===== config.mk =====
export PLATFORM = sky130hd
export DESIGN_NAME = frame_length_checksum_validator
export DESIGN_NICKNAME = d
export VERILOG_FILES = /design/src/rtl/fclv_pkg.sv /design/src/rtl/fclv_in_stage.sv /design/src/rtl/fclv_frame_core.sv /design/src/rtl/fclv_out_stage.sv /design/src/rtl/frame_length_checksum_validator.sv
export SDC_FILE = /design/constraint.sdc
export NUM_CORES = 1
export LEC_CHECK = 0
export BUFFER_PORTS_ARGS = -buffer_cell sky130_fd_sc_hd__buf_2
export CAP_MARGIN = 20
export CORE_ASPECT_RATIO = 1.75
export CORE_MARGIN = 5
export CORE_UTILIZATION = 50
export CTS_CLUSTER_DIAMETER = 80
export DETAILED_ROUTE_END_ITERATION = 6
export PLACE_DENSITY = 0.69
export RECOVER_POWER = 50
export SKIP_LAST_GASP = 1
export SYNTH_ARGS = -nofsm -noshare
export SYNTH_HDL_FRONTEND = slang
export SYNTH_SLANG_ARGS = --single-unit

===== constraint.sdc =====
create_clock -name clk -period 3.3 [get_ports clk]
set_input_delay 0.66 -clock clk [delete_from_list [all_inputs] [get_ports clk]]
set_output_delay 0.66 -clock clk [all_outputs]
set_load 0.01 [all_outputs]

===== src/rtl/fclv_pkg.sv =====
package fclv_pkg;

	localparam logic [15:0] CK_POLY         = 16'h8005;
	localparam logic [15:0] CK_TOP          = 16'h8000;
	localparam logic [15:0] MIN_FRAME       = 16'd4;
	localparam logic [15:0] MAX_FRAME_RESET = 16'd1400;
	localparam logic [15:0] COUNT_SAT       = 16'hFFFF;

	typedef enum logic [2:0] {
		ST_OK    = 3'd0,
		ST_SHORT = 3'd1,
		ST_LONG  = 3'd2,
		ST_LEN   = 3'd3,
		ST_CK    = 3'd4
	} status_t;

	typedef struct packed {
		logic [7:0] data_byte;
		logic       last_byte;
	} item_t;

	typedef struct packed {
		logic        frame_ok;
		status_t     status;
		logic [15:0] frame_bytes;
		logic [15:0] computed_checksum;
	} result_t;

	// shift-and-poly step, then fold in {prev, b}
	function automatic logic [15:0] fold_byte(input logic [15:0] ck, input logic [7:0] prev,
		input logic [7:0] b);
		logic [15:0] v;
		begin
			v = {ck[14:0], 1'b0};
			if ((ck & CK_TOP) != 16'd0) begin
				v = v ^ CK_POLY;
			end
			fold_byte = v ^ {prev, b};
		end
	endfunction

endpackage


===== src/rtl/fclv_in_stage.sv =====
module fclv_in_stage
	import fclv_pkg::*;
(
	input  logic       clk,
	input  logic       arst_n,
	input  logic       in_valid,
	output logic       in_ready,
	input  logic [7:0] data_byte,
	input  logic       last_byte,
	input  logic       advance,
	output logic       valid_s1,
	output item_t      item_s1
);

	logic vld_s1;

	assign in_ready = !vld_s1 || advance;
	assign valid_s1 = vld_s1;

	always_ff @(posedge clk or negedge arst_n) begin
		if (!arst_n) begin
			vld_s1 <= 1'b0;
		end else if (in_ready) begin
			vld_s1 <= in_valid;
		end
	end

	always_ff @(posedge clk) begin
		if (in_valid && in_ready) begin
			item_s1.data_byte <= data_byte;
			item_s1.last_byte <= last_byte;
		end
	end

	// a held byte leaves only by moving into the frame state
	a_hold: assert property (@(posedge clk) disable iff (!arst_n)
		vld_s1 && !advance |=> vld_s1 && $stable(item_s1))
		else $error("input stage lost a byte");

endmodule


===== src/rtl/fclv_frame_core.sv =====
module fclv_frame_core
	import fclv_pkg::*;
(
	input  logic        clk,
	input  logic        arst_n,
	input  logic        take,
	input  item_t       item,
	input  logic [15:0] max_frame,
	output result_t     res
);

	logic [15:0] count_q;
	logic [15:0] ck_q;
	logic [7:0]  prev_q;
	logic [15:0] ck_field_q;
	logic [15:0] len_field_q;

	logic [15:0] count_nx;
	logic [15:0] ck_nx;
	logic [7:0]  prev_nx;
	logic [15:0] ck_field_nx;
	logic [15:0] len_field_nx;
	status_t     st;

	always_comb begin
		ck_field_nx  = ck_field_q;
		len_field_nx = len_field_q;
		ck_nx        = ck_q;
		prev_nx      = prev_q;
		if (count_q == 16'd0) begin
			ck_field_nx[7:0] = item.data_byte;
		end else if (count_q == 16'd1) begin
			ck_field_nx[15:8] = item.data_byte;
		end else begin
			if (count_q == 16'd2) begin
				len_field_nx[7:0] = item.data_byte;
			end else if (count_q == 16'd3) begin
				len_field_nx[15:8] = item.data_byte;
			end
			ck_nx   = fold_byte(ck_q, prev_q, item.data_byte);
			prev_nx = item.data_byte;
		end
		count_nx = (count_q == COUNT_SAT) ? count_q : count_q + 16'd1;
	end

	always_comb begin
		priority if (count_nx < MIN_FRAME) begin
			st = ST_SHORT;
		end else if (count_nx > max_frame) begin
			st = ST_LONG;
		end else if (count_nx != len_field_nx) begin
			st = ST_LEN;
		end else if (ck_field_nx != ck_nx) begin
			st = ST_CK;
		end else begin
			st = ST_OK;
		end
		res.frame_ok          = (st == ST_OK);
		res.status            = st;
		res.frame_bytes       = count_nx;
		res.computed_checksum = ck_nx;
	end

	always_ff @(posedge clk or negedge arst_n) begin
		if (!arst_n) begin
			count_q     <= '0;
			ck_q        <= '0;
			prev_q      <= '0;
			ck_field_q  <= '0;
			len_field_q <= '0;
		end else if (take) begin
			if (item.last_byte) begin
				count_q     <= '0;
				ck_q        <= '0;
				prev_q      <= '0;
				ck_field_q  <= '0;
				len_field_q <= '0;
			end else begin
				count_q     <= count_nx;
				ck_q        <= ck_nx;
				prev_q      <= prev_nx;
				ck_field_q  <= ck_field_nx;
				len_field_q <= len_field_nx;
			end
		end
	end

	a_clear: assert property (@(posedge clk) disable iff (!arst_n)
		take && item.last_byte |=> count_q == 16'd0 && ck_q == 16'd0)
		else $error("frame state not cleared after last byte");

	a_ckfield: assert property (@(posedge clk) disable iff (!arst_n)
		take && !item.last_byte && count_q >= 16'd2 |=> $stable(ck_field_q))
		else $error("checksum field changed past byte one");

	a_count: assert property (@(posedge clk) disable iff (!arst_n)
		!take |=> $stable(count_q))
		else $error("byte count moved without a byte");

endmodule


===== src/rtl/fclv_out_stage.sv =====
module fclv_out_stage
	import fclv_pkg::*;
(
	input  logic    clk,
	input  logic    arst_n,
	input  logic    load,
	input  result_t res,
	output logic    out_valid,
	input  logic    out_ready,
	output result_t res_q
);

	logic out_valid_q;

	assign out_valid = out_valid_q;

	always_ff @(posedge clk or negedge arst_n) begin
		if (!arst_n) begin
			out_valid_q <= 1'b0;
		end else if (load) begin
			out_valid_q <= 1'b1;
		end else if (out_ready) begin
			out_valid_q <= 1'b0;
		end
	end

	always_ff @(posedge clk) begin
		if (load) begin
			res_q <= res;
		end
	end

	a_ok: assert property (@(posedge clk) disable iff (!arst_n)
		out_valid_q |-> res_q.frame_ok == (res_q.status == ST_OK))
		else $error("frame_ok disagrees with status");

	a_no_overwrite: assert property (@(posedge clk) disable iff (!arst_n)
		load |-> !out_valid_q || out_ready)
		else $error("pending result overwritten");

endmodule


===== src/rtl/frame_length_checksum_validator.sv =====
// Channel | Direction | Handshake            | Payload
// in      | input     | in_valid / in_ready   | data_byte[7:0], last_byte
// out     | output    | out_valid / out_ready | frame_ok, status[2:0], frame_bytes[15:0],
//         |           |                       | computed_checksum[15:0]
// cfg     | input     | cfg_valid / cfg_ready | cfg_data[15:0] (max_frame_bytes)
//
// One byte per cycle sustained unless a last byte waits on a stalled result. Each byte
// moves from the input register into the frame state, loading the result if it is last.
// The checksum fold and the status compare sit between the input register and the
// result register; nothing iterates.
// Reset clears the frame state and sets max_frame_bytes to 1400; cfg_ready is always high.
// A stalled result stalls only a last byte; other bytes keep flowing into the frame state.
module frame_length_checksum_validator
	import fclv_pkg::*;
(
	input  logic        clk,
	input  logic        arst_n,
	input  logic        in_valid,
	output logic        in_ready,
	input  logic [7:0]  data_byte,
	input  logic        last_byte,
	output logic        out_valid,
	input  logic        out_ready,
	output logic        frame_ok,
	output logic [2:0]  status,
	output logic [15:0] frame_bytes,
	output logic [15:0] computed_checksum,
	input  logic        cfg_valid,
	output logic        cfg_ready,
	input  logic [15:0] cfg_data
);

	logic        valid_s1;
	item_t       item_s1;
	logic        advance;
	logic        load;
	logic [15:0] max_frame_q;
	result_t     res;
	result_t     res_q;

	assign cfg_ready = 1'b1;

	always_ff @(posedge clk or negedge arst_n) begin
		if (!arst_n) begin
			max_frame_q <= MAX_FRAME_RESET;
		end else if (cfg_valid && cfg_ready) begin
			max_frame_q <= cfg_data;
		end
	end

	assign advance = valid_s1 && (!item_s1.last_byte || !out_valid || out_ready);
	assign load    = advance && item_s1.last_byte;

	fclv_in_stage u_in (
		.clk      (clk),
		.arst_n   (arst_n),
		.in_valid (in_valid),
		.in_ready (in_ready),
		.data_byte(data_byte),
		.last_byte(last_byte),
		.advance  (advance),
		.valid_s1 (valid_s1),
		.item_s1  (item_s1)
	);

	fclv_frame_core u_core (
		.clk      (clk),
		.arst_n   (arst_n),
		.take     (advance),
		.item     (item_s1),
		.max_frame(max_frame_q),
		.res      (res)
	);

	fclv_out_stage u_out (
		.clk      (clk),
		.arst_n   (arst_n),
		.load     (load),
		.res      (res),
		.out_valid(out_valid),
		.out_ready(out_ready),
		.res_q    (res_q)
	);

	assign frame_ok          = res_q.frame_ok;
	assign status            = res_q.status;
	assign frame_bytes       = res_q.frame_bytes;
	assign computed_checksum = res_q.computed_checksum;

endmodule


==> flow_summary.json, run 1 <==
{
  "finalPower_mw": 5.80,
  "skew_ns": 0.0150,
  "netlist_instances": 674,
  "synth-edff-count": 45,
  "die_area_um2": 16500,
  "setup_viol": 1,
  "period_share_pct": 101,
  "vias": 5774,
  "yosys.area_share.adder_pct": 3.59,
  "cts_tree": "done",
  "p_per_area_nw_per_um2": 662,
  "cp-startpoint": "u_core.count_q[1]",
  "fmax_mhz": 301,
  "cts_hold_buf": 0,
  "holdPathStages": 1,
  "path_max_fanout": 4,
  "die_h_um": 166,
  "grt_pass1_vias": 6108,
  "cp-start-kind": "register",
  "worst_slack_ns": -0.0214,
  "vias_per_cell": 5.77,
  "drtIter0Drc": 311,
  "peakVddDrop_mv": 0.395,
  "num_rows": 57,
  "max_stage_delay_ns": 0.53,
  "cap_viol_max_count": 0,
  "yosys.area_share.simple_pct": 14.7,
  "grt.overflow.total": 0,
  "hold_path.class": "input port to register",
  "clk_pin_slew_ns": 0.06,
  "place_ws_ns": -0.0611,
  "synth_seq_cells": 135,
  "post_drt_wl_per_cell_um": 21.4,
  "clk_path_buf_depth": 2,
  "drive_above_1_share_pct": 23.5,
  "synth_top_family_by_area": "simple AND/OR/NAND/NOR gates",
  "violations": "setup timing",
  "rsz0062_at_grt": "yes",
  "final_util_pct": 63.6,
  "avgSynthCellArea_um2": 10.3,
  "ys_seq_area_share_pct": 51.8,
  "globalplace.congestion": 0.931,
  "htreeDepth": 4,
  "layout_common_cells": "82 x dfrtp_1, 79 x nand2_1, 77 x o21ai_0, 73 x buf_4, 45 x edfxtp_1",
  "worst_slew_pin_slew_ns": 1.46,
  "final_area_um2": 8750,
  "syn_area_um2": 6970,
  "path_cells": "buf_4, clkinvlp_4, ha_4, or2_4, and3_1, buf_4, o211a_1, or4b_4, nor4b_4, nand4_1, and4_1",
  "r2r_end": "u_out.res_q[34]",
  "track_usage_pct": 26.1,
  "grt_max_degree": 58,
  "fp.coreArea_um2": 13800,
  "crit_required_ns": 3.46,
  "critPathSlowestCell": "or4b_4",
  "yosys_warnings": 0,
  "initial_core_util_pct": 50.7,
  "synthDistinctLibCells": 57,
  "hp-start": "data_byte[0]",
  "layout.cells.most_common": "dfrtp_1",
  "antenna_found_initial": 0,
  "min_period_ns": 3.32,
  "syn_nets": 724,
  "num-fill-cells": 1157,
  "cp-end-kind": "register",
  "synthArstFlopShare_pct": 66.7,
  "numCtsBuffers": 17,
  "hpwl_um": 15900,
  "cts_root_buf": "clkbuf_16",
  "regToRegSetupSlack_ns": -0.02,
  "first_pass_iters": 4,
  "remaining_drc_errors": 0,
  "dieWidth_um": 99.3,
  "arrival_ns": 3.48,
  "antenna_cells": 0,
  "reg2reg_from": "u_core.count_q[1]",
  "crit_type": "register to register",
  "nNetsFinal": 860,
  "numPortBuffers": 67,
  "syn2layout_area_growth_pct": 25.6,
  "synthFlopType": "dfrtp_1",
  "synth_compound_area_share_pct": 14.7,
  "min_to": "u_in.item_s1[1]",
  "path_common_cell": "buf_4",
  "ant_nets": 0,
  "drv_slew": 0,
  "ios": 69,
  "final-hold-violation-count": 0,
  "clk_latency_ns": 0.42,
  "clock_sinks": 135,
  "synth.area.mux_share_pct": 4.36,
  "synth_xor_area_share_pct": 6.76,
  "reg2regPathDepth": 11,
  "totalWireLength_um": 21400,
  "slew_headroom_pct": 2.81,
  "grt_pass1_wl_um": 32800,
  "status": "finished, violations left",
  "place_area_um2": 7960,
  "power_leakage_nw": 3.93
}
-- where the power goes --
group	internal, mW	switching [mW]
sequential	2.00	0.186
clock	1.21	0.738
combinational	0.756	0.911
total	3.96	1.84
-- worst max-delay path by stage --
stage	end	slack [ns]	cells after the start
after floorplan	u_out.res_q[35]	0.04	15
after global placement	u_out.res_q[35]	0.02	11
after detailed placement	u_out.res_q[35]	-0.06	12
after CTS	u_out.res_q[34]	0.03	9
after global routing	u_out.res_q[35]	-0.07	14
final	u_out.res_q[34]	-0.02	11
-- worst max-delay path: cells and delay by family (launching register included) --
family / cells / cell delay (ns)
AOI/OAI and AO/OA: 1 / 0.22
adders and majority gates: 1 / 0.20
buffers and inverters: 3 / 0.42
DFF: 1 / 0.39
and+or+nand+nor: 6 / 1.82
-- kinds of logic after synthesis --
family / after synthesis
multiplexers: 30
AO/OA/AOI/OAI: 172
adder cells (fa/ha/maj): 20
flip-flops: 135
buffers and inverters: 67
XOR/XNOR: 53
AND/OR/NAND/NOR: 196
other: 1
-- Yosys cell counts, drive strengths merged (6+ instances only) --
cell type | instances | share of area (%)
nand4 | 15 | 1.6
o21ai | 86 | 6.2
a22o | 20 | 2.5
or2 | 7 | 0.63
nor4 | 10 | 1.2
and3 | 10 | 0.90
clkbuf | 15 | 0.81
xnor2 | 32 | 4.0
edfxtp | 45 | 19
mux2i | 27 | 3.9
xor2 | 21 | 2.7
nand3 | 14 | 1.1
nand2 | 80 | 4.3
ha | 20 | 3.6
dfrtp | 84 | 30
nor2 | 23 | 1.3
dfstp | 6 | 2.3
or4 | 6 | 0.70
nand2b | 10 | 0.90
buf | 13 | 1.1
inv | 39 | 2.1
a21oi | 32 | 2.4
-- flip-flops by register name, summed over array words and instances (netlist names) --
register            count
u_core.prev_q           8
u_core.ck_field_q      16
u_in.item_s1            9
u_core.len_field_q     16
u_out.out_valid         1
u_out.res_q            36
u_in.valid_s1           1
max_frame_q            16
u_core.count_q         16
u_core.ck_q            16
-- metrics by stage --
stage                     hold WS [ns]  TNS, ns  instances
after floorplan                  0.364        0        674
after global placement           0.463        0        960
after detailed placement         0.470  -0.0611        960
after CTS                        0.327        0        994
after global routing             0.396   -0.174       1000
final                            0.412  -0.0214       1000
-- final cells by class --
type	instances	area, um2	area share [%]
timing repair buffer	145	888	10.1
multi-input combinational	472	3280	37.4
sequential	135	3610	41.3
tap	177	221	2.53
clock buffer	21	450	5.15
clock inverter	11	151	1.73
inverter	39	153	1.74
-- routing by layer --
metal / global-route usage, % / routed length [um] / share of wire, % / vias up
met5: 0 / 0 / 0 / -
met4: 18.8 / 1540 / 7.2 / 0
met3: 3.45 / 867 / 4.0 / 85
met2: 48.0 / 11800 / 55 / 210
met1: 26.2 / 7200 / 34 / 2800
li1: - / - / - / 2679
-- repair_timing --
action	4_1_cts	5_1_grt
buffers inserted	2	7
pin swaps	2	15
endpoints found under the setup margin	2	4
gates resized for setup	3	38
(Power assumes the default switching activity.)
==> run 2: changes to the inputs <==
ABC_AREA = 1   (was not set)
CTS_CLUSTER_DIAMETER = not set   (was 80)
==> run 2 against run 1 <==
The flow finishes with violations (capacitance limit, slew limit). Global-route usage decreased by 1.1 points. Utilization fell by 5.6 points. Critical path type unchanged. Highest routed layer unchanged. Critical path depth rose by 7. Register-to-register slack better by 0.31 ns.
==> flow_summary.json, run 2 <==
{
  "clk_pin_slew_ns": 0.06,
  "worst_slew_pin_slew_ns": 2.13,
  "arrival_ns": 3.18,
  "clock_sinks": 135,
  "post_drt_wl_per_cell_um": 17.8,
  "avgSynthCellArea_um2": 7.91,
  "syn_nets": 1019,
  "cp-start-kind": "register",
  "period_share_pct": 91.1,
  "die_h_um": 174,
  "path_max_fanout": 6,
  "antenna_cells": 0,
  "hold_path.class": "input port to register",
  "netlist_instances": 969,
  "cap_viol_max_count": 1,
  "final-hold-violation-count": 0,
  "synth_seq_cells": 135,
  "dpl.cell_count": 1220,
  "power_leakage_nw": 4.37,
  "drtIter0Drc": 479,
  "synth_largest_area_cell": "dfrtp_1",
  "dieWidth_um": 104,
  "setup_viol": 0,
  "numPortBuffers": 67,
  "grt_max_degree": 39,
  "vias_per_cell": 5.48,
  "cts_root_buf": "clkbuf_16",
  "grt.met3_usage_pct": 3.88,
  "syn2layout_area_growth_pct": 15.4,
  "synth.most_common_cell": "nand2_1",
  "synthDistinctLibCells": 38,
  "largest_reg_flops": 36,
  "fmax_mhz": 333,
  "cts_tree": "done",
  "finalPower_mw": 5.91,
  "top_register": "u_out.res_q",
  "die_area_um2": 18000,
  "grt_pass1_wl_um": 35600,
  "crit_type": "register to register",
  "cts_hold_buf": 0,
  "synthFlopType": "dfrtp_1",
  "grt_use_met2_pct": 44.5,
  "layout_common_cells": "310 x nand2_1, 115 x inv_1, 85 x nand3_1, 83 x dfrtp_1, 64 x nor2_1",
  "vias": 6871,
  "ios": 69,
  "antenna_found_initial": 0,
  "fp.coreArea_um2": 15200,
  "p_per_area_nw_per_um2": 668,
  "layout.cells.most_common": "nand2_1",
  "yosys_warnings": 0,
  "min_period_ns": 3.01,
  "synth-edff-count": 45,
  "grt_pass1_vias": 6821,
  "synthArstFlopShare_pct": 66.7,
  "clk_path_buf_depth": 2,
  "track_usage_pct": 25.0,
  "totalWireLength_um": 22400,
  "numCtsBuffers": 17,
  "syn_area_um2": 7660,
  "grt.overflow.total": 0,
  "ys_top_cells_by_count": "308 x nand2_1, 115 x inv_1, 85 x nand3_1, 84 x dfrtp_1, 64 x nor2_1",
  "crit_required_ns": 3.47,
  "cp-end-kind": "register",
  "top_usage_layer": "met2",
  "nNetsFinal": 1104,
  "remaining_drc_errors": 0,
  "clk_latency_ns": 0.42,
  "status": "finished, violations left",
  "grt_util_met1_pct": 26.0,
  "htreeDepth": 4,
  "drv_slew": 38,
  "hpwl_um": 16400,
  "first_pass_iters": 5,
  "globalplace.congestion": 0.993,
  "fin_cells": 1253,
  "initial_core_util_pct": 50.3,
  "skew_ns": 0.00996,
  "ant_nets": 0,
  "drive_above_1_share_pct": 14.3,
  "num_rows": 60,
  "ys_seq_area_share_pct": 47.1,
  "netlist.area_leader.share_pct": 27.4,
  "yosys-top-cells-area": "dfrtp_1 27%, edfxtp_1 18%, nand2_1 15%",
  "slew_headroom_pct": -42.2,
  "hold_ws_ns": 0.414,
  "peakVddDrop_mv": 0.383,
  "violations": "capacitance limit, slew limit"
}
[run 2: final cells by class]
type	instances	area, um2
Sequential cell	135	3610
Tap cell	186	233
Inverter	129	492
Timing Repair Buffer	92	487
Clock buffer	23	533
Multi-Input combinational cell	679	3420
Fill cell	1449	6390
Clock inverter	9	72.6
[run 2: path summary, 6_finish.rpt]
check / start / end / slack, ns / depth (start not counted)
max: u_core.count_q[2] / u_out.res_q[34] / 0.29 / 18
min: data_byte[4] / u_in.item_s1[5] / 0.41 / 1
max reg2reg: u_core.count_q[2] / u_out.res_q[34] / 0.29 / 18
min reg2reg: u_core.ck_field_q[14] / u_core.ck_field_q[14] / 0.49 / 2
max in group asynchronous: arst_n / u_core.count_q[3] / 0.71 / 2
min in group asynchronous: arst_n / u_core.ck_q[8] / 0.86 / 1
[run 2: timing repair]
action                     4_1_cts  5_1_grt
setup endpoints to repair        0        3
resized for setup                0        2
buffers inserted                 0        1
[run 2: cells by family after synthesis]
logic type / count (synthesis) / share of synthesized area [%]
multiplexers: 1 / 0.147
AO/OA/AOI/OAI: 125 / 9.33
AND/OR/NAND/NOR: 513 / 29.9
flip-flops: 135 / 47.1
buffers and inverters: 155 / 8.02
other: 1 / 0.0489
XOR/XNOR: 19 / 2.17
adder cells (fa/ha/maj): 20 / 3.27
[run 2: worst max-delay path, stage by stage, from the launching register on]
cell       delay [ns]
dfrtp_1          0.37
buf_4            0.18
nand3_1          0.18
inv_1            0.14
nand2_1          0.11
nor2_1           0.12
nand2_1          0.07
a21oi_2          0.20
inv_2            0.11
ha_1             0.31
nand2_1          0.07
inv_1            0.07
nand3_1          0.06
nor3_1           0.18
o21ai_0          0.12
o2111ai_1        0.10
nand2_2          0.15
nand4_1          0.16
nor2_1           0.06
[run 2: report_power, final]
| part | internal [mW] | switching [mW] |
|---|---|---|
| Clock | 1.16 | 0.774 |
| Sequential | 2.01 | 0.140 |
| Combinational | 0.597 | 1.24 |
[run 2: layer usage]
| metal | share of wire [%] | vias up | wire length [um] |
|---|---|---|---|
| met5 | 0 | - | 0 |
| met4 | 8.2 | 0 | 1830 |
| met3 | 4.1 | 95 | 927 |
| met2 | 52 | 230 | 11700 |
| met1 | 35 | 3223 | 7920 |
| li1 | - | 3323 | - |
[run 2: per-stage QoR]
stage | area [um2] | util (%) | TNS, ns | setup slack, ns
3_3_place_gp | 8290 | 54.4 | 0 | 0.252
3_5_place_dp | 8290 | 54.4 | 0 | 0.200
6_report | 8840 | 58.0 | 0 | 0.293
2_1_floorplan | 7660 | - | 0 | 0.481
4_1_cts | 8890 | 58.4 | 0 | 0.182
5_1_grt | 8840 | 58.0 | -0.0184 | -0.0184
